--- src/rtl/oebc_pkg.sv ---
// Shared types and constants for the octal escape byte codec.
// No dependencies; imported by the front end, queue, back end, top level and testbench.
package oebc_pkg;

    localparam logic [7:0] BSLASH   = 8'h5C;
    localparam logic [7:0] DIGIT0   = 8'h30;
    localparam logic [7:0] DIGIT9   = 8'h39;
    localparam logic [7:0] PRINT_LO = 8'h20;
    localparam logic [7:0] PRINT_HI = 8'h7E;

    // command queue between front and back
    localparam int QDEPTH = 4;
    localparam int QPTR_W = $clog2(QDEPTH);
    localparam int QCNT_W = QPTR_W + 1;

    // command opcodes
    localparam logic [1:0] OP_ONE = 2'd0;   // one result
    localparam logic [1:0] OP_DBL = 2'd1;   // doubled backslash
    localparam logic [1:0] OP_OCT = 2'd2;   // backslash and three octal digits

    typedef struct packed {
        logic [1:0] op;
        logic [7:0] data;
        logic       valid;
        logic       last;
        logic       bad;
    } cmd_t;

    typedef struct packed {
        logic full;
        logic empty;
    } q_stat_t;

endpackage

--- src/rtl/oebc_front.sv ---
// Front end: accepts input bytes, runs the decode escape state or classifies bytes
// for encoding, and issues commands. Depends on oebc_pkg.
module oebc_front (
    input  logic            clk,
    input  logic            rst_n,
    input  logic            cfg_we,
    input  logic            cfg_wdata,
    input  logic            accept,
    input  logic [7:0]      in_byte,
    input  logic            in_last,
    output logic            cmd_push,
    output oebc_pkg::cmd_t  cmd
);
    import oebc_pkg::*;

    // escape phase codes
    localparam logic [1:0] PH_IDLE = 2'd0;   // outside an escape
    localparam logic [1:0] PH_OPEN = 2'd1;   // after a backslash
    localparam logic [1:0] PH_ONE  = 2'd2;   // after one digit
    localparam logic [1:0] PH_TWO  = 2'd3;   // after two digits

    logic       direction_reg;
    logic [1:0] phase_reg, phase_next;
    logic [7:0] partial_reg, partial_next;
    logic       err_reg, err_next;

    logic       is_digit;
    logic [7:0] digit;
    logic [7:0] acc;
    logic       have;
    logic [7:0] data;
    logic       err_final;

    assign is_digit = (in_byte >= DIGIT0) && (in_byte <= DIGIT9);
    assign digit    = in_byte - DIGIT0;
    assign acc      = {partial_reg[4:0], 3'b000} + digit;

    always_comb
    begin
        phase_next   = phase_reg;
        partial_next = partial_reg;
        err_next     = err_reg;
        have         = 1'b0;
        data         = 8'h00;
        unique case (phase_reg)
            PH_IDLE:
            begin
                if (in_byte == BSLASH)
                begin
                    phase_next = PH_OPEN;
                end
                else
                begin
                    have = 1'b1;
                    data = in_byte;
                end
            end
            PH_OPEN:
            begin
                if (in_byte == BSLASH)
                begin
                    have       = 1'b1;
                    data       = BSLASH;
                    phase_next = PH_IDLE;
                end
                else if (is_digit)
                begin
                    partial_next = digit;
                    phase_next   = PH_ONE;
                end
                else
                begin
                    err_next   = 1'b1;
                    phase_next = PH_IDLE;
                end
            end
            PH_ONE:
            begin
                if (is_digit)
                begin
                    partial_next = acc;
                    phase_next   = PH_TWO;
                end
                else
                begin
                    err_next   = 1'b1;
                    phase_next = PH_IDLE;
                end
            end
            default:
            begin
                if (is_digit)
                begin
                    have = 1'b1;
                    data = acc;
                end
                else
                begin
                    err_next = 1'b1;
                end
                phase_next = PH_IDLE;
            end
        endcase
        // unfinished escape at end of string
        err_final = err_next | (phase_next != PH_IDLE);
    end

    always_comb
    begin
        cmd = '0;
        if (direction_reg)
        begin
            if (in_byte == BSLASH)
                cmd.op = OP_DBL;
            else if ((in_byte >= PRINT_LO) && (in_byte <= PRINT_HI))
                cmd.op = OP_ONE;
            else
                cmd.op = OP_OCT;
            cmd.data  = in_byte;
            cmd.valid = 1'b1;
            cmd.last  = in_last;
            cmd.bad   = 1'b0;
            cmd_push  = accept;
        end
        else
        begin
            cmd.op    = OP_ONE;
            cmd.data  = data;
            cmd.valid = have;
            cmd.last  = in_last;
            cmd.bad   = in_last & err_final;
            cmd_push  = accept & (have | in_last);
        end
    end

    always_ff @(posedge clk or negedge rst_n)
    begin
        if (!rst_n)
        begin
            direction_reg <= 1'b0;
            phase_reg     <= PH_IDLE;
            partial_reg   <= 8'h00;
            err_reg       <= 1'b0;
        end
        else if (cfg_we)
        begin
            direction_reg <= cfg_wdata;
            phase_reg     <= PH_IDLE;
            partial_reg   <= 8'h00;
            err_reg       <= 1'b0;
        end
        else if (accept && !direction_reg)
        begin
            if (in_last)
            begin
                phase_reg   <= PH_IDLE;
                partial_reg <= 8'h00;
                err_reg     <= 1'b0;
            end
            else
            begin
                phase_reg   <= phase_next;
                partial_reg <= partial_next;
                err_reg     <= err_next;
            end
        end
    end

endmodule

--- src/rtl/oebc_queue.sv ---
// Short command queue decoupling the front end from the back end.
// Depends on oebc_pkg.
module oebc_queue (
    input  logic              clk,
    input  logic              rst_n,
    input  logic              push,
    input  oebc_pkg::cmd_t    wdata,
    input  logic              pop,
    output oebc_pkg::cmd_t    head,
    output oebc_pkg::q_stat_t stat
);
    import oebc_pkg::*;

    cmd_t              mem_reg [QDEPTH];
    logic [QPTR_W-1:0] wr_ptr_reg;
    logic [QPTR_W-1:0] rd_ptr_reg;
    logic [QCNT_W-1:0] count_reg;
    logic              do_push;
    logic              do_pop;

    assign stat.full  = (count_reg == QCNT_W'(QDEPTH));
    assign stat.empty = (count_reg == '0);
    assign do_push    = push && !stat.full;
    assign do_pop     = pop && !stat.empty;
    assign head       = mem_reg[rd_ptr_reg];

    always_ff @(posedge clk)
    begin
        if (do_push)
            mem_reg[wr_ptr_reg] <= wdata;
    end

    always_ff @(posedge clk or negedge rst_n)
    begin
        if (!rst_n)
        begin
            wr_ptr_reg <= '0;
            rd_ptr_reg <= '0;
            count_reg  <= '0;
        end
        else
        begin
            if (do_push)
                wr_ptr_reg <= wr_ptr_reg + 1'b1;
            if (do_pop)
                rd_ptr_reg <= rd_ptr_reg + 1'b1;
            if (do_push && !do_pop)
                count_reg <= count_reg + 1'b1;
            else if (do_pop && !do_push)
                count_reg <= count_reg - 1'b1;
        end
    end

endmodule

--- src/rtl/oebc_back.sv ---
// Back end: expands each command into result transactions, loaded into the output
// register one per cycle while it is empty or popped. Depends on oebc_pkg.
module oebc_back (
    input  logic              clk,
    input  logic              rst_n,
    input  oebc_pkg::cmd_t    head,
    input  oebc_pkg::q_stat_t stat,
    output logic              q_pop,
    input  logic              pop,
    output logic              empty,
    output logic [7:0]        out_byte,
    output logic              out_valid,
    output logic              out_last,
    output logic              bad_input
);
    import oebc_pkg::*;

    logic [1:0] beat_reg;
    logic       full_reg;
    logic [7:0] byte_reg;
    logic       valid_reg;
    logic       last_reg;
    logic       bad_reg;

    logic       load;
    logic       final_beat;
    logic [7:0] beat_byte;

    assign load  = !full_reg || pop;
    assign q_pop = load && !stat.empty && final_beat;

    always_comb
    begin
        beat_byte  = BSLASH;
        final_beat = 1'b0;
        unique case (head.op)
            OP_ONE:
            begin
                beat_byte  = head.data;
                final_beat = 1'b1;
            end
            OP_DBL:
            begin
                beat_byte  = BSLASH;
                final_beat = (beat_reg == 2'd1);
            end
            OP_OCT:
            begin
                case (beat_reg)
                    2'd0:    beat_byte = BSLASH;
                    2'd1:    beat_byte = DIGIT0 + {6'b0, head.data[7:6]};
                    2'd2:    beat_byte = DIGIT0 + {5'b0, head.data[5:3]};
                    default: beat_byte = DIGIT0 + {5'b0, head.data[2:0]};
                endcase
                final_beat = (beat_reg == 2'd3);
            end
            default:
            begin
                beat_byte  = head.data;
                final_beat = 1'b1;
            end
        endcase
    end

    always_ff @(posedge clk)
    begin
        if (load && !stat.empty)
        begin
            byte_reg  <= beat_byte;
            valid_reg <= head.valid;
            last_reg  <= head.last & final_beat;
            bad_reg   <= head.bad & final_beat;
        end
    end

    always_ff @(posedge clk or negedge rst_n)
    begin
        if (!rst_n)
        begin
            full_reg <= 1'b0;
            beat_reg <= 2'd0;
        end
        else if (load)
        begin
            full_reg <= !stat.empty;
            if (!stat.empty)
                beat_reg <= final_beat ? 2'd0 : beat_reg + 2'd1;
        end
    end

    assign empty     = !full_reg;
    assign out_byte  = byte_reg;
    assign out_valid = valid_reg;
    assign out_last  = last_reg;
    assign bad_input = bad_reg;

endmodule

--- src/rtl/octal_escape_byte_codec.sv ---
// Backslash-octal escape codec: front end, command queue of four, back end.
// Input: one byte a cycle while full is low; the front end queues commands. The back
// end puts one result a cycle into the output register while it is empty or popped,
// so an encoded backslash gives two results and an octal escape four, and the
// four-deep command queue fills (full rises) when such escapes follow each other.
// Reset (rst_n, asynchronous, active low) empties the queue and output, selects decode.
module octal_escape_byte_codec (
    input  logic       clk,
    input  logic       rst_n,
    input  logic       cfg_we,
    input  logic       cfg_wdata,
    input  logic       push,
    output logic       full,
    input  logic [7:0] in_byte,
    input  logic       in_last,
    output logic       empty,
    input  logic       pop,
    output logic [7:0] out_byte,
    output logic       out_valid,
    output logic       out_last,
    output logic       bad_input
);
    import oebc_pkg::*;

    cmd_t    cmd;
    cmd_t    head;
    q_stat_t stat;
    logic    cmd_push;
    logic    q_pop;
    logic    accept;

    assign full   = stat.full;
    assign accept = push && !stat.full;

    oebc_front u_front (
        .clk       (clk),
        .rst_n     (rst_n),
        .cfg_we    (cfg_we),
        .cfg_wdata (cfg_wdata),
        .accept    (accept),
        .in_byte   (in_byte),
        .in_last   (in_last),
        .cmd_push  (cmd_push),
        .cmd       (cmd)
    );

    oebc_queue u_queue (
        .clk   (clk),
        .rst_n (rst_n),
        .push  (cmd_push),
        .wdata (cmd),
        .pop   (q_pop),
        .head  (head),
        .stat  (stat)
    );

    oebc_back u_back (
        .clk       (clk),
        .rst_n     (rst_n),
        .head      (head),
        .stat      (stat),
        .q_pop     (q_pop),
        .pop       (pop),
        .empty     (empty),
        .out_byte  (out_byte),
        .out_valid (out_valid),
        .out_last  (out_last),
        .bad_input (bad_input)
    );

endmodule

--- config.mk ---
export PLATFORM = sky130hd
export DESIGN_NAME = octal_escape_byte_codec
export DESIGN_NICKNAME = d
export VERILOG_FILES = /design/src/rtl/oebc_pkg.sv /design/src/rtl/oebc_front.sv /design/src/rtl/oebc_queue.sv /design/src/rtl/oebc_back.sv /design/src/rtl/octal_escape_byte_codec.sv
export SDC_FILE = /design/constraint.sdc
export NUM_CORES = 1
export LEC_CHECK = 0
export BUFFER_PORTS_ARGS = -buffer_cell sky130_fd_sc_hd__buf_2
export CORE_ASPECT_RATIO = 0.5
export CORE_MARGIN = 2
export CORE_UTILIZATION = 35
export CTS_BUF_LIST = sky130_fd_sc_hd__clkbuf_8
export DETAILED_ROUTE_END_ITERATION = 16
export PLACE_DENSITY_LB_ADDON = 0.2
export SLEW_MARGIN = 20
export SYNTH_ARGS = -nofsm -noshare
export SYNTH_HDL_FRONTEND = slang
export SYNTH_SLANG_ARGS = --single-unit
--- constraint.sdc ---
create_clock -name clk -period 6.3 [get_ports clk]
set_input_delay 0.63 -clock clk [delete_from_list [all_inputs] [get_ports clk]]
set_output_delay 0.63 -clock clk [all_outputs]
set_load 0.05 [all_outputs]
==> flow_summary.json <==
{
  "status": "completed",
  "wl_um": 7690,
  "rr_worst_depth": 11,
  "rsz0062_at_grt": "no",
  "synth_seq_cells": 82,
  "slowest_stage": "dfrtp_1",
  "drt_iter0_drc": 131,
  "final_nets": 354,
  "avgRoutedWirePerCell_um": 16.6,
  "dp_hpwl_um": 5730,
  "vias_per_cell": 5.06,
  "die_y_um": 80.0,
  "firstDrtPassIters": 4,
  "grt-ovfl-total": 0,
  "path_cells": "mux4_2 > ha_1 > a221oi_1 > nor3_1 > inv_1 > ha_1 > inv_1 > fa_1 > xor2_1 > nor2_1 > xor2_1",
  "gp_congestion": 0.820,
  "syn-num-nets": 321,
  "core_area_mm2": 0.0111,
  "ys_types": 54,
  "cpPeakStageDelay_ns": 0.94,
  "required_ns": 6.58,
  "num_rows": 27,
  "yosysSeqAreaShare": 0.586,
  "critical_path_class": "register to register",
  "cts_hold_buffers": 0,
  "cts_resized": 0,
  "start_util": 0.363,
  "cts_buffers": 9,
  "ys_warn_count": 0,
  "critPathArrivalTime_ns": 4.22,
  "crit_path_end_kind": "register",
  "timing.rr.end": "u_queue.count_reg[2]$_DFFE_PN0P_",
  "maxCapViolations": 0,
  "fin_crit_ns": 3.94,
  "htreeDepth": 3,
  "synthFlopType": "edfxtp_1",
  "syn_avg_cell_area_um2": 14.4,
  "layout_common_cells": "edfxtp_1 (63), buf_2 (27), inv_1 (25)",
  "async_reset_ff_frac": 0.232,
  "fin_ws_ns": 2.36,
  "clock_skew_ns": 0.0108,
  "period_share": 0.625,
  "clock_path_buffers": 2,
  "slew_violations": 0,
  "finalSetupViolCount": 0,
  "p_leak_nw": 1.72,
  "grtUsageTotal": 0.137,
  "cts_tree": "done",
  "grt_max_degree": 20,
  "mostFrequentLayoutCell": "edfxtp_1",
  "root_buffer": "clkbuf_8",
  "die_area_mm2": 0.0125,
  "via_count": 2342,
  "drcViolationCount": 0,
  "holdCritPathClass": "primary input to async pin",
  "cp-start-kind": "register",
  "ir_drop_v": 0.000127,
  "synth_area_mm2": 0.00404,
  "worstSkewPairLatency_ns": 0.35,
  "cts_setup_buffers": 0,
  "power.density_mw_per_mm2": 437,
  "first_global_vias": 2411,
  "tightest_slew_ns": 0.899,
  "grt_pass1_wl_um": 12700,
  "die_w_um": 156,
  "ant_nets": 0,
  "cp_max_fo": 15,
  "clock.fmax_ghz": 0.254,
  "drive_above_1_share": 0.208,
  "ioPinCount": 28,
  "largest_register_ffs": 52,
  "rrSetupSlack_ns": 2.36,
  "clock-sinks": 82,
  "synth_edf_count": 63,
  "num_antenna_cells": 0,
  "synthToLayoutAreaGrowth_pct": 13.1,
  "path_clk_slew_ns": 0.08,
  "p_total_mw": 2.00,
  "slew_headroom": 0.400,
  "io_buffers": 27,
  "hold_viol": 0,
  "tns_ns": 0,
  "r2r_start": "u_queue.rd_ptr_reg[0]$_DFFE_PN0P_",
  "postSynthCellCount": 280,
  "dp_slack_ns": 2.31,
  "antenna_found_initial": 0
}
[worst max-delay path: cells and delay by family, from the launching register on]
kind / cells / cell delay [ns]
adder cells (fa/ha/maj): 3 / 0.96
XOR/XNOR: 2 / 0.30
AND/OR/NAND/NOR: 2 / 0.33
buffers and inverters: 2 / 0.16
multiplexers: 1 / 0.61
AO/OA/AOI/OAI: 1 / 0.56
flip-flops: 1 / 0.94
[power breakdown]
group	total, mW	switching, mW	internal, mW
Sequential	0.843	0.0908	0.752
Clock	0.451	0.187	0.263
Combinational	0.703	0.428	0.276
Total	2.00	0.706	1.29
[how the worst max path moves through the flow]
| stage | start | to | slack (ns) | cells after the start |
|---|---|---|---|---|
| global placement | u_queue.rd_ptr_reg[0]$_DFFE_PN0P_ | u_queue.count_reg[2]$_DFFE_PN0P_ | 2.39 | 11 |
| CTS | u_queue.rd_ptr_reg[0]$_DFFE_PN0P_ | u_queue.count_reg[2]$_DFFE_PN0P_ | 2.28 | 11 |
| global route | u_queue.rd_ptr_reg[0]$_DFFE_PN0P_ | u_queue.count_reg[2]$_DFFE_PN0P_ | 1.95 | 11 |
| floorplan | u_queue.rd_ptr_reg[0]$_DFFE_PN0P_ | u_queue.count_reg[2]$_DFFE_PN0P_ | 2.80 | 15 |
| finish | u_queue.rd_ptr_reg[0]$_DFFE_PN0P_ | u_queue.count_reg[2]$_DFFE_PN0P_ | 2.36 | 11 |
| detailed placement | u_queue.rd_ptr_reg[0]$_DFFE_PN0P_ | u_queue.count_reg[2]$_DFFE_PN0P_ | 2.31 | 11 |
[layout make-up]
| cell class | instances | area [um2] |
|---|---|---|
| clock buffers | 9 | 124 |
| clock inverters | 7 | 116 |
| fillers | 1016 | 6550 |
| inverters | 25 | 93.8 |
| multi-input cells | 168 | 1550 |
| flip-flops and latches | 82 | 2370 |
| well taps | 145 | 181 |
| repair buffers | 27 | 135 |
[kinds of logic (layout without fill, tap and decap cells)]
| family | Yosys count | in the layout | synth area share |
|---|---|---|---|
| buf+inv | 30 | 68 | 0.0307 |
| simple gates | 62 | 62 | 0.0933 |
| compound gates | 53 | 53 | 0.100 |
| fa+ha+maj | 26 | 26 | 0.0843 |
| xor+xnor | 11 | 11 | 0.0239 |
| mux | 16 | 16 | 0.0815 |
| flops | 82 | 82 | 0.586 |
[stage by stage]
stage | util | hold slack (ns) | std cells | area [um2]
2_1_floorplan | - | 0.334 | 280 | 4040
3_3_place_gp | 0.389 | 0.472 | 447 | 4320
3_5_place_dp | 0.389 | 0.483 | 447 | 4320
4_1_cts | 0.411 | 0.229 | 463 | 4560
5_1_grt | 0.411 | 0.238 | 463 | 4570
6_report | 0.411 | 0.224 | 463 | 4570
[cells in the mapped netlist (2+ instances only)]
master,n,share of area
nand2_1,12,0.011
dfrtp_1,19,0.12
o21ai_0,8,0.0099
xor2_1,6,0.013
xnor2_1,5,0.011
and2_1,7,0.011
o32a_1,2,0.0050
buf_2,3,0.0037
a22o_1,5,0.011
fa_1,2,0.0099
edfxtp_1,63,0.47
o21ai_1,3,0.0037
a31oi_1,3,0.0046
o31ai_1,3,0.0056
inv_1,25,0.023
nor3b_2,2,0.0062
nor3_1,7,0.0087
a22oi_1,2,0.0037
a21oi_1,9,0.011
ha_1,24,0.074
nand2b_1,5,0.0077
nor2_1,5,0.0046
a21o_1,3,0.0056
nor2b_1,7,0.011
nand3_1,5,0.0062
mux4_2,13,0.073
a211o_1,2,0.0043
a21boi_0,2,0.0037
o221ai_1,3,0.0065
[per-layer routing]
metal,vias up,track usage,share of wire
met2,61,0.212,0.45
met3,2,0.0461,0.059
met1,1159,0.186,0.48
met5,-,0,0
li1,1120,-,-
met4,0,0.0339,0.0055
Power figures use the tool's default switching activity.
